--- config.mk ---
export PLATFORM = sky130hd
export DESIGN_NAME = tag_set_store_unit
export DESIGN_NICKNAME = d
export VERILOG_FILES = /design/src/hw/rtl/tss_pkg.sv /design/src/hw/rtl/tss_cell.sv /design/src/hw/rtl/tss_ctrl.sv /design/src/hw/rtl/tag_set_store_unit.sv
export SDC_FILE = /design/constraint.sdc
export NUM_CORES = 1
export LEC_CHECK = 0
export ABC_CLOCK_PERIOD_IN_PS = 4840
export BUFFER_PORTS_ARGS = -buffer_cell sky130_fd_sc_hd__buf_2
export CAP_MARGIN = 40
export CELL_PAD_IN_SITES_DETAIL_PLACEMENT = 1
export CELL_PAD_IN_SITES_GLOBAL_PLACEMENT = 1
export CORE_MARGIN = 5
export CORE_UTILIZATION = 53
export CTS_CLUSTER_SIZE = 25
export DETAILED_ROUTE_END_ITERATION = 7
export PLACE_DENSITY = 0.74
export SLEW_MARGIN = 20
export SYNTH_ARGS = -nofsm -noshare
export SYNTH_HDL_FRONTEND = slang
export SYNTH_HIERARCHICAL = 1
export SYNTH_SLANG_ARGS = --single-unit
--- constraint.sdc ---
create_clock -name aclk -period 4.84 [get_ports aclk]
set_clock_uncertainty 0.2 [all_clocks]
set_input_delay 0.242 -clock aclk [delete_from_list [all_inputs] [get_ports aclk]]
set_output_delay 0.242 -clock aclk [all_outputs]
set_load 0.02 [all_outputs]
--- src/hw/rtl/tss_pkg.sv ---
package tss_pkg;

    localparam int ENTRIES     = 16;
    localparam int TAG_BITS    = 56;
    localparam int TAG_ID_BITS = 56;
    localparam int OP_BITS     = 2;
    localparam int OUT_CNT_BITS = 5;

    // compare width: the port never carries more than TAG_ID_BITS
    localparam int KEY_BITS = (TAG_BITS < TAG_ID_BITS) ? TAG_BITS : TAG_ID_BITS;

    localparam int CNT_RAW_BITS = $clog2(ENTRIES + 1);
    localparam int CNT_BITS = (CNT_RAW_BITS > OUT_CNT_BITS) ? CNT_RAW_BITS : OUT_CNT_BITS;

    localparam int S_TDATA_BITS = ((OP_BITS + TAG_ID_BITS + 7) / 8) * 8;
    localparam int M_FIELD_BITS = 1 + OUT_CNT_BITS + 1;
    localparam int M_TDATA_BITS = ((M_FIELD_BITS + 7) / 8) * 8;

    typedef enum logic [OP_BITS-1:0] {
        OP_INSERT = 2'd0,
        OP_REMOVE = 2'd1,
        OP_QUERY  = 2'd2
    } opcode_t;

    typedef enum logic [1:0] {
        ST_IDLE,
        ST_SEARCH,
        ST_COMMIT
    } state_t;

    // search token walking down the cell row
    typedef struct packed {
        logic valid;
        logic hit;
        logic claimed;
    } token_t;

    // commit strobe broadcast to every cell
    typedef struct packed {
        logic insert;
        logic remove;
    } cmd_t;

endpackage

--- src/hw/rtl/tss_cell.sv ---
module tss_cell
    import tss_pkg::*;
(
    input  logic                aclk,
    input  logic                aresetn,
    input  logic [KEY_BITS-1:0] key,
    input  token_t              tok_in,
    output token_t              tok_out,
    input  cmd_t                cmd
);

    logic                valid_reg;
    logic [KEY_BITS-1:0] tag_reg;
    logic                hit_mark_reg;
    logic                claim_mark_reg;
    token_t              tok_reg;
    token_t              tok_next;
    logic                match;
    logic                take;

    assign match = valid_reg && (tag_reg == key);
    // first free cell along the row claims the pending insert
    assign take  = !valid_reg && !tok_in.claimed;

    always_comb begin
        tok_next.valid   = tok_in.valid;
        tok_next.hit     = tok_in.hit | match;
        tok_next.claimed = tok_in.claimed | take;
    end

    always_ff @(posedge aclk) begin
        if (!aresetn) begin
            valid_reg      <= 1'b0;
            hit_mark_reg   <= 1'b0;
            claim_mark_reg <= 1'b0;
            tok_reg        <= '0;
        end else begin
            tok_reg <= tok_next;
            if (tok_in.valid) begin
                hit_mark_reg   <= match;
                claim_mark_reg <= take;
            end
            if (cmd.insert && claim_mark_reg) begin
                valid_reg <= 1'b1;
            end else if (cmd.remove && hit_mark_reg) begin
                valid_reg <= 1'b0;
            end
        end
    end

    always_ff @(posedge aclk) begin
        if (cmd.insert && claim_mark_reg) begin
            tag_reg <= key;
        end
    end

    assign tok_out = tok_reg;

endmodule

--- src/hw/rtl/tss_ctrl.sv ---
module tss_ctrl
    import tss_pkg::*;
(
    input  logic                    aclk,
    input  logic                    aresetn,
    input  logic                    s_tvalid,
    output logic                    s_tready,
    input  logic [OP_BITS-1:0]      opcode,
    input  logic [TAG_ID_BITS-1:0]  tag_id,
    output logic                    m_tvalid,
    input  logic                    m_tready,
    output logic                    was_present,
    output logic [OUT_CNT_BITS-1:0] entry_count,
    output logic                    full_drop,
    output logic [KEY_BITS-1:0]     key,
    output token_t                  tok_launch,
    input  token_t                  tok_done,
    output cmd_t                    cmd
);

    state_t                  state_reg, state_next;
    logic [OP_BITS-1:0]      op_reg;
    logic [KEY_BITS-1:0]     key_reg;
    token_t                  launch_reg, launch_next;
    logic                    hit_reg, claimed_reg;
    logic [CNT_BITS-1:0]     count_reg, count_next;
    logic                    m_valid_reg, m_valid_next;
    logic                    was_present_reg;
    logic [OUT_CNT_BITS-1:0] count_out_reg;
    logic                    drop_reg;
    logic                    accept;
    logic                    out_free;
    logic                    fire;
    logic                    do_insert, do_remove, do_drop;

    assign accept   = s_tvalid && s_tready;
    assign out_free = !m_valid_reg || m_tready;

    always_comb begin
        state_next = state_reg;
        s_tready   = 1'b0;
        fire       = 1'b0;
        case (state_reg)
            ST_IDLE: begin
                s_tready = 1'b1;
                if (s_tvalid) begin
                    state_next = ST_SEARCH;
                end
            end
            ST_SEARCH: begin
                if (tok_done.valid) begin
                    state_next = ST_COMMIT;
                end
            end
            ST_COMMIT: begin
                if (out_free) begin
                    fire       = 1'b1;
                    state_next = ST_IDLE;
                end
            end
            default: begin
                state_next = ST_IDLE;
            end
        endcase
    end

    always_comb begin
        do_insert = 1'b0;
        do_remove = 1'b0;
        do_drop   = 1'b0;
        case (op_reg)
            OP_INSERT: begin
                do_insert = !hit_reg && claimed_reg;
                do_drop   = !hit_reg && !claimed_reg;
            end
            OP_REMOVE: begin
                do_remove = hit_reg;
            end
            OP_QUERY: begin
                do_insert = 1'b0;
            end
            default: begin
                // unused code behaves as a query
                do_insert = 1'b0;
            end
        endcase
    end

    always_comb begin
        count_next = count_reg;
        if (fire && do_insert) begin
            count_next = count_reg + CNT_BITS'(1);
        end else if (fire && do_remove) begin
            count_next = count_reg - CNT_BITS'(1);
        end
    end

    always_comb begin
        launch_next         = '0;
        launch_next.valid   = accept;
        m_valid_next        = m_valid_reg;
        if (fire) begin
            m_valid_next = 1'b1;
        end else if (m_tready) begin
            m_valid_next = 1'b0;
        end
    end

    always_ff @(posedge aclk) begin
        if (!aresetn) begin
            state_reg   <= ST_IDLE;
            launch_reg  <= '0;
            count_reg   <= '0;
            m_valid_reg <= 1'b0;
        end else begin
            state_reg   <= state_next;
            launch_reg  <= launch_next;
            count_reg   <= count_next;
            m_valid_reg <= m_valid_next;
        end
    end

    always_ff @(posedge aclk) begin
        if (accept) begin
            op_reg  <= opcode;
            key_reg <= tag_id[KEY_BITS-1:0];
        end
        if (tok_done.valid) begin
            hit_reg     <= tok_done.hit;
            claimed_reg <= tok_done.claimed;
        end
        if (fire) begin
            was_present_reg <= hit_reg;
            count_out_reg   <= count_next[OUT_CNT_BITS-1:0];
            drop_reg        <= do_drop;
        end
    end

    assign cmd.insert  = fire && do_insert;
    assign cmd.remove  = fire && do_remove;
    assign key         = key_reg;
    assign tok_launch  = launch_reg;
    assign m_tvalid    = m_valid_reg;
    assign was_present = was_present_reg;
    assign entry_count = count_out_reg;
    assign full_drop   = drop_reg;

endmodule

--- src/hw/rtl/tag_set_store_unit.sv ---
// channel   dir  tdata fields (low bit first)                         tlast tuser
// s_        in   opcode[1:0], tag_id[57:2], zero pad [63:58]          -     -
// m_        out  was_present[0], entry_count[5:1], full_drop[6], pad  -     -
//
// one beat is in flight at a time; a search token walks the row of entry
// cells one cell per cycle, then the result is registered to m_tdata once the
// output register is free, and the next input beat is taken after that commit
// reset clears all valid bits and the count at once, no sweep
// a stalled result holds in the output register while the next search runs
module tag_set_store_unit
    import tss_pkg::*;
(
    input  logic                    aclk,
    input  logic                    aresetn,
    input  logic                    s_tvalid,
    output logic                    s_tready,
    input  logic [S_TDATA_BITS-1:0] s_tdata,  // opcode, tag_id
    output logic                    m_tvalid,
    input  logic                    m_tready,
    output logic [M_TDATA_BITS-1:0] m_tdata   // was_present, entry_count, full_drop
);

    logic [KEY_BITS-1:0]     key;
    token_t                  tok [ENTRIES+1];
    cmd_t                    cmd;
    logic                    was_present;
    logic [OUT_CNT_BITS-1:0] entry_count;
    logic                    full_drop;

    tss_ctrl u_ctrl (
        .aclk        (aclk),
        .aresetn     (aresetn),
        .s_tvalid    (s_tvalid),
        .s_tready    (s_tready),
        .opcode      (s_tdata[OP_BITS-1:0]),
        .tag_id      (s_tdata[OP_BITS+TAG_ID_BITS-1:OP_BITS]),
        .m_tvalid    (m_tvalid),
        .m_tready    (m_tready),
        .was_present (was_present),
        .entry_count (entry_count),
        .full_drop   (full_drop),
        .key         (key),
        .tok_launch  (tok[0]),
        .tok_done    (tok[ENTRIES]),
        .cmd         (cmd)
    );

    for (genvar i = 0; i < ENTRIES; i++) begin : g_cell
        tss_cell u_cell (
            .aclk    (aclk),
            .aresetn (aresetn),
            .key     (key),
            .tok_in  (tok[i]),
            .tok_out (tok[i+1]),
            .cmd     (cmd)
        );
    end

    assign m_tdata = M_TDATA_BITS'({full_drop, entry_count, was_present});

endmodule

Yosys cells after proc, flatten, opt, wreduce, memory -nomap -nowiden --
Index checks and enable logic that the tools add are counted.
Word-level totals: flip-flop bits (word level) 1068, input bits 68, word-level logic and storage cells 349
Cells by class: $add $sub $neg 2, equal/unequal tests 22, muxes and demuxes 45, bitwise logic cells 32, reductions and logical operators 125
Operators by type and width (count):
- 56-bit == test | 16
- 1-bit logical AND | 69
- 1-bit 2-to-1 mux | 39
- 1-bit zero test | 34
- 2-bit nonzero test | 17
- 1-bit bitwise OR | 30
- 5-bit 2-to-1 mux | 2
- 2-bit 2-to-1 mux | 3
- 2-bit one-hot mux with 3 select lines | 1
- 5-bit by 1-bit adder with 5-bit output (second input constant) | 1
- 5-bit by 1-bit subtractor with 5-bit output (second input constant) | 1
- 2-bit by 1-bit == test with 1-bit output (second input constant) | 2
- 2-bit zero test | 2
- 2-bit by 1-bit inequality test with 1-bit output (second input constant) | 2
- 3-bit AND reduction | 1
- 2-bit == test (second input constant) | 1
- 2-bit inequality test (second input constant) | 1
- 1-bit bitwise OR (first input constant) | 2
- 1-bit zero test (first input constant) | 1
- 1-bit logical OR | 1

Depth between registers and ports, before layout --
Gate-level depths: netlist (run 1).
word-level depth 8, mapped depth 6, gate-level depth less buffers 6

Hierarchy --
Netlist (run 1), hierarchy kept.
By module, submodules not included:
- tss_cell | instances 16, cells an instance 156, area each 2516.2 um^2
- tss_ctrl | instances 1, cells an instance 133, area each 2625.0 um^2
- tag_set_store_unit | instances 1, cells an instance 4, area each 26.3 um^2

Worst setup path after synthesis (run 1) --
OpenSTA, ideal clock, no wires.
path type register to register, from reg u_ctrl.op_reg[0], to reg g_cell[0].u_cell.tag_reg[0], enable pin, setup time 0.420 ns, arrival time 2.834 ns, path slack 1.386 ns, stages on the path, launching flop included 4, path buffers 0, period minus slack after synthesis 3.454 ns, cells stage by stage edfxtp_1 -> or4b_1 -> nor2_1 -> and2_1
RTL lines:
- from (decl) | line tss_ctrl.sv:22 | logic [OP_BITS-1:0] op_reg;
- from (signal assigned) | line tss_ctrl.sv:125 | op_reg <= opcode;
- to (signal assigned) | line tss_cell.sv:53 | tag_reg <= key;
- to (decl) | line tss_cell.sv:13 | logic [KEY_BITS-1:0] tag_reg;

==> results.md, run 1 <==
- CP Capture Type: flip-flop
- First-pass GRT wire length: 157000 µm
- Core box area: 80400 µm²
- Critical path origin: u_ctrl/op_reg[0]
- Met1 global-route usage: 31.7%
- Antenna Cells: 0
- Final Slew Violations: 0
- CTS H-tree depth: 3
- Crit start category: flip-flop
- Clock latency on the worst-skew pair: 0.67 ns
- Residual DRC: 0
- # Max-Cap Violations: 0
- Crit path DAT: 3.47 ns
- Endpoints failing setup: 0
- Die Wd: 295 µm
- Routability cong.: 0.790
- 1st-iter DRT viols: 1682
- Setup CP Type: reg2reg
- Final wirelength: 105000 µm
- Post-CTS Setup Inserts: 0
- M2 GR Usage: 41.2%
- Largest net degree at the start of global routing: 58
- Gr busiest metal: met2
- Die area: 86800 µm²
- Status: completed
- CTS Sinks: 1068
- Global Route Usage Sum: 24.0%
- Final Worst Setup Slack: 1.46 ns
- Main combinational cell family by area after synthesis: XOR/XNOR gates
- Number of distinct library cells after synthesis: 40
- GR Layer Usage met3: 3.47%
- Die Y: 295 µm
- CTS tree: built
- Post-Syn Area: 42900 µm²
- Setup TNS: 0 ns
- Area Overhead vs Synth: 16.6%
- Crit path required time: 4.93 ns
- P_leak: 15.3 nW
- Synth Area in Adders: 0.0583%
- # IOs: 78
- Period Utilization, post-route: 69.8%
- Proportion of synthesized area in mux cells: 0.0700%
- TritonRoute pass-1 iters: 5
- RSZ-0062 raised after global routing: no
- DPL Wire Length: 65700 µm
- Commonest non-fill, non-tap cell in the layout: edfxtp_1
- Maximum VDD drop: 0.338 mV
- Yosys Warn Count: 6
- DR vias: 23500
- CTS root buf: clkbuf_16
- FF-to-FF Start: u_ctrl/op_reg[0]
- Period minus WS final: 3.38 ns
- Post-Synth XOR/XNOR Area: 18.0%
- Synth Instances: 2633
- Filler cells: 7189
- Fin nets: 3078
- Vias per cell: 5.64
- Synth Area in Simple Gates: 7.23%
- Overflow left after global routing: 0
- DP Worst Slack: 1.48 ns
- IO Port Bufs: 70
- HP Start: s_tdata[10]
- Synth Area in Compound Gates: 1.60%
- Maximum clock rate: 296 MHz
- Syn avg cell area: 16.3 µm²
- Post-CTS sizing: 0
- CP max FO: 41
- Longest Clk Path Bufs: 3
- Vias in the first global route: 25600
- Final ANT Viol Nets: 0
- Row cnt: 104
- Register area share after synthesis: 72.3%
- Initial antenna violation count: 0
- Drt wl/cell: 25.2 µm
- Slew at the pin closest to its max-slew limit: 0.873 ns
- Commonest non-fill, non-tap cells in the layout: edfxtp_1, xnor2_1, nand4_1, clkbuf_16, buf_4
- Final Hold Vio Count: 0
- Starting Density: 53.4%
- Clock Pin Slew Worst Setup and Hold Paths: 0.06 ns
- Max-slew headroom: 41.8%
- Pwr per Cell Area: 389 nW/µm²
- Max FFs per register: 896
- Layout cell share with drive strength beyond 1: 14.2%
- Flops & latches, synth: 1068
- TritonCTS Buffers: 108
- HP Class: in2reg
[where the power goes]
| group | internal [mW] | switching, mW |
|---|---|---|
| clock | 4.88 | 3.46 |
| combinational | 0.391 | 0.557 |
| sequential | 10.1 | 0.0895 |
| total | 15.4 | 4.11 |
[metrics by stage]
step           util [%]  hold WS, ns  area [µm²]  power [mW]  instances
5_1_grt            62.2       0.0575       50000        20.1       4159
2_1_floorplan         -        0.141       42900        10.9       2634
4_1_cts            61.9       0.0366       49800        19.6       4144
3_5_place_dp       56.8        0.200       45700        11.3       3882
3_3_place_gp       56.4        0.201       45400        11.2       3864
6_report           62.2       0.0904       50000        19.5       4159
[cells in the mapped netlist]
library cell | n | area, µm²
nand4bb_1 | 1 | 11.3
nand4_1 | 210 | 1310
nand3_1 | 33 | 165
a221o_1 | 1 | 10.0
o2111ai_1 | 16 | 140
or4_1 | 1 | 7.51
a2111oi_2 | 1 | 15.0
nor2_1 | 67 | 251
nand2b_1 | 20 | 125
a41oi_1 | 16 | 140
nor3_1 | 32 | 160
nand2_1 | 36 | 135
nor4_2 | 48 | 601
inv_1 | 68 | 255
or4b_1 | 1 | 10.0
o22ai_1 | 1 | 6.26
dfxtp_1 | 105 | 2100
a21oi_1 | 64 | 320
buf_4 | 5 | 37.5
mux2i_1 | 3 | 30.0
nor4b_2 | 1 | 15.0
and2b_2 | 1 | 8.76
ha_1 | 2 | 25.0
o211ai_1 | 1 | 7.51
xnor2_1 | 881 | 7720
a21oi_2 | 2 | 17.5
nor2b_1 | 1 | 6.26
or4b_4 | 1 | 13.8
edfxtp_1 | 963 | 28900
nor4_1 | 18 | 113
nor3b_1 | 1 | 7.51
and2_1 | 21 | 131
conb_1 | 2 | 7.51
a21boi_0 | 1 | 7.51
xor2_1 | 3 | 26.3
and3_1 | 1 | 6.26
nand3b_4 | 1 | 20.0
a32o_1 | 1 | 10.0
a211oi_2 | 1 | 12.5
clkbuf_1 | 1 | 3.75
[cells by family (layout without fill, tap and decap cells)]
| kind of cell | Yosys count | after routing |
|---|---|---|
| buffers and inverters | 74 | 539 |
| flip-flops | 1068 | 1068 |
| AO/OA/AOI/OAI | 105 | 105 |
| XOR/XNOR | 884 | 884 |
| adder cells (fa/ha/maj) | 2 | 2 |
| AND/OR/NAND/NOR | 495 | 495 |
| other | 2 | 3 |
| multiplexers | 3 | 3 |
[repair_timing]
item | 4_1_cts | 5_1_grt
endpoints found under the setup margin | 0 | 0
endpoints found under the hold margin | 71 | 0
hold buffers | 61 | 0
[worst paths after layout]
path | depth (start not counted) | to | slack (ns)
max | 6 | g_cell[5].u_cell/tag_reg[40] | 1.46
min | 2 | u_ctrl/key[8] | 0.09
max reg2reg | 6 | g_cell[5].u_cell/tag_reg[40] | 1.46
min reg2reg | 0 | u_ctrl/hit_reg | 0.22
[metal layers]
layer | share of wire [%] | vias to the layer above
met4 | 3.2 | 0
met3 | 4.2 | 170
met2 | 50 | 552
li1 | - | 10500
met1 | 42 | 12300
met5 | 0 | -
[cell type report]
class / instances / area, µm² / share of cell area, %
flip-flops and latches: 1068 / 31000 / 62.0
multi-input cells: 1492 / 11600 / 23.2
clock buffers: 133 / 2870 / 5.73
repair buffers: 270 / 2270 / 4.54
well taps: 1060 / 1330 / 2.65
clock inverters: 68 / 671 / 1.34
inverters: 68 / 255 / 0.510
[worst max-delay path, cell delays in order, from the launching register on]
cell      delay, ns
edfxtp_1       0.50
or4b_1         0.61
nor2_2         0.23
buf_6          0.24
buf_4          0.17
and2_2         0.47
buf_4          0.57
Note: power is estimated with default switching activity, not from simulation.
==> inputs of run 2 (changes only) <==
--- a/config.mk
+++ b/config.mk
@@ -5,7 +5,7 @@
 export SDC_FILE = /design/constraint.sdc
 export NUM_CORES = 1
 export LEC_CHECK = 0
-export ABC_CLOCK_PERIOD_IN_PS = 4840
+export ABC_CLOCK_PERIOD_IN_PS = 3200
 export BUFFER_PORTS_ARGS = -buffer_cell sky130_fd_sc_hd__buf_2
 export CAP_MARGIN = 40
 export CELL_PAD_IN_SITES_DETAIL_PLACEMENT = 1
==> constraint.sdc (replaced) <==
create_clock -name aclk -period 3.2 [get_ports aclk]
set_clock_uncertainty 0.2 [all_clocks]
set_input_delay 0.16 -clock aclk [delete_from_list [all_inputs] [get_ports aclk]]
set_output_delay 0.16 -clock aclk [all_outputs]
set_load 0.02 [all_outputs]
==> run 2 against run 1 <==
Net effect:
- die area stayed put
- final area is 1.6% higher
- worst hold slack worse by 0.056 ns
- total power is 50% higher
==> results.md, run 2 (same netlist as run 1, synthesis figures left out) <==
- Vias in the first global route: 25900 (+1.1%)
- DP Worst Slack: 0.448 ns (-1.03 ns)
- # Max-Cap Violations: 0 (unchanged)
- Sw Share: 20.9% (-0.23 points)
- Crit path required time: 3.36 ns (-1.57 ns)
- Share of power burned in registers: 52.5% (+0.2 points)
- HP Class: in2reg
- CTS root buf: clkbuf_16
- Global Route Usage Sum: 23.6% (-0.37 points)
- Max FFs per register: 896 (unchanged)
- Most used cell, CP: buf_12
- Die area: 86800 µm² (unchanged)
- Overflow left after global routing: 0 (unchanged)
- Residual DRC: 0 (unchanged)
- Status: completed
- Setup TNS: 0 ns (unchanged)
- Period Utilization, post-route: 87.3% (+17 points)
- Worst path cell trace: or4b_1 > nor2_1 > buf_12 > and2_2 > buf_12
- Max-slew headroom: 41.5% (-0.30 points)
- Commonest non-fill, non-tap cell in the layout: edfxtp_1
- CTS Sinks: 1068 (unchanged)
- Worst path slowest cell: or4b_1
- Initial antenna violation count: 3 (+3)
- DPL Wire Length: 61000 µm (-7.2%)
- Hold Buf Count CTS: 112 (+84%)
- Drt wl/cell: 24.5 µm (-2.8%)
- Sw power: 6.10 mW (+48%)
- Internal power: 23.1 mW (+51%)
- Largest net degree at the start of global routing: 58 (unchanged)
- Commonest non-fill, non-tap cells in the layout: edfxtp_1, xnor2_1, nand4_1, clkbuf_16, dlygate4sd3_1
- Slew at the pin closest to its max-slew limit: 0.870 ns (-0.00267 ns)
- Placement Cell Area: 46200 µm² (+1.2%)
- Post-CTS sizing: 0 (unchanged)
- Row cnt: 104 (unchanged)
- P_leak: 15.5 nW (+1.6%)
- Delay-heaviest family, CP: simple AND/OR/NAND/NOR gates
- Filler cells: 7135 (-0.75%)
- Vias per cell: 5.64 (about the same)
- Core box area: 80400 µm² (unchanged)
- Fin nets: 3100 (+0.71%)
- Layout cell share with drive strength beyond 1: 13.1% (-1.0 points)
- RSZ-0062 raised after global routing: no
- CP peak stage delay: 0.61 ns (about the same)
- Hold Slack: 0.0345 ns (-0.0559 ns)
- Post-CTS Setup Inserts: 0 (unchanged)
- Gate power share: 5.3% (+0.4 points)
- TritonRoute pass-1 iters: 5 (unchanged)
- Routability cong.: 0.751 (-4.9%)
- DR vias: 23600 (+0.38%)
- Antenna Cells: 0 (unchanged)
- Seq. cell area: 31000 µm² (unchanged)
- Area Overhead vs Synth: 18.5%
- Die Y: 295 µm (unchanged)
- Starting Density: 53.4% (unchanged)
- Final wirelength: 102000 µm (-2.3%)
- IO Port Bufs: 70 (unchanged)
- Final Worst Setup Slack: 0.406 ns (-1.05 ns)
- Pwr per Cell Area: 575 nW/µm² (+48%)
- Maximum clock rate: 358 MHz (+21%)
- First-pass GRT wire length: 156000 µm (-1.0%)
- CTS H-tree depth: 3 (unchanged)
- TritonCTS Buffers: 109 (+0.93%)
- Final instance area: 50800 µm² (+1.6%)
- Period minus WS final: 2.79 ns (-0.585 ns)
- Final Hold Vio Count: 0 (unchanged)
- Setup CP Type: reg2reg
- Clock Pin Slew Worst Setup and Hold Paths: 0.06 ns (about the same)
- Endpoints failing setup: 0 (unchanged)
- Area of the multi-input gates: 11600 µm² (about the same)
- # IOs: 78 (unchanged)
- Clock power share: 42.2% (-0.7 points)
- Die Wd: 295 µm (unchanged)
- CP Capture Type: flip-flop
- Maximum VDD drop: 0.467 mV (+38%)
- CP max FO: 20 (-51%)
- Crit path DAT: 2.95 ns (-0.52 ns)
- Clock latency on the worst-skew pair: 0.67 ns (about the same)
- Longest Clk Path Bufs: 3 (unchanged)
- Final ANT Viol Nets: 0 (unchanged)
- Crit start category: flip-flop
- Worst path bufs/invs: 2 (-1)
- 1st-iter DRT viols: 1425 (-15%)
- Final Slew Violations: 0 (unchanged)
- CTS tree: built
-- run 2: layout make-up --
type	count	share of cell area, %
clock buffer	149	6.07
clock inverter	50	0.820
inverter	68	0.502
multi-input combinational	1492	22.9
sequential	1068	61.0
tap	1060	2.61
timing repair buffer	291	6.13
-- run 2: worst paths after layout --
check | from | to | slack (ns) | cells past startpoint
min reg2reg | g_cell[15].u_cell/tok_out[1] | u_ctrl/hit_reg | 0.20 | 0
min | s_tdata[8] | u_ctrl/key[6] | 0.03 | 2
max | u_ctrl/op_reg[0] | g_cell[10].u_cell/tag_reg[43] | 0.41 | 5
max reg2reg | u_ctrl/op_reg[0] | g_cell[10].u_cell/tag_reg[43] | 0.41 | 5
-- run 2: metal layers --
metal,routed length (µm),up-vias,track usage [%]
li1,-,10600,-
met1,42700,12300,30.7
met2,51800,538,41.3
met3,4460,165,3.43
met4,3310,0,7.43
met5,0,-,0
-- run 2: power groups by stage --
stage	Sequential, mW	Clock, mW	Combinational, mW
after CTS	15.3	12.6	1.58
after detailed placement	15.6	0	1.46
final	15.3	12.3	1.56
after floorplan	15.9	0	0.587
after global routing	15.3	13.3	1.68
after global placement	15.6	0	1.36
-- run 2: worst register-to-register path, stage by stage (launching register included) --
cell      delay (ns)
edfxtp_1        0.50
or4b_1          0.61
nor2_1          0.22
buf_12          0.21
and2_2          0.51
buf_12          0.24
-- run 2: metrics by stage --
stage | cells | util, % | power, mW
2_1_floorplan | 2634 | - | 16.5
3_3_place_gp | 3867 | 57.5 | 17.0
3_5_place_dp | 3867 | 57.5 | 17.1
4_1_cts | 4178 | 63.2 | 29.5
5_1_grt | 4178 | 63.2 | 30.3
6_report | 4178 | 63.2 | 29.2
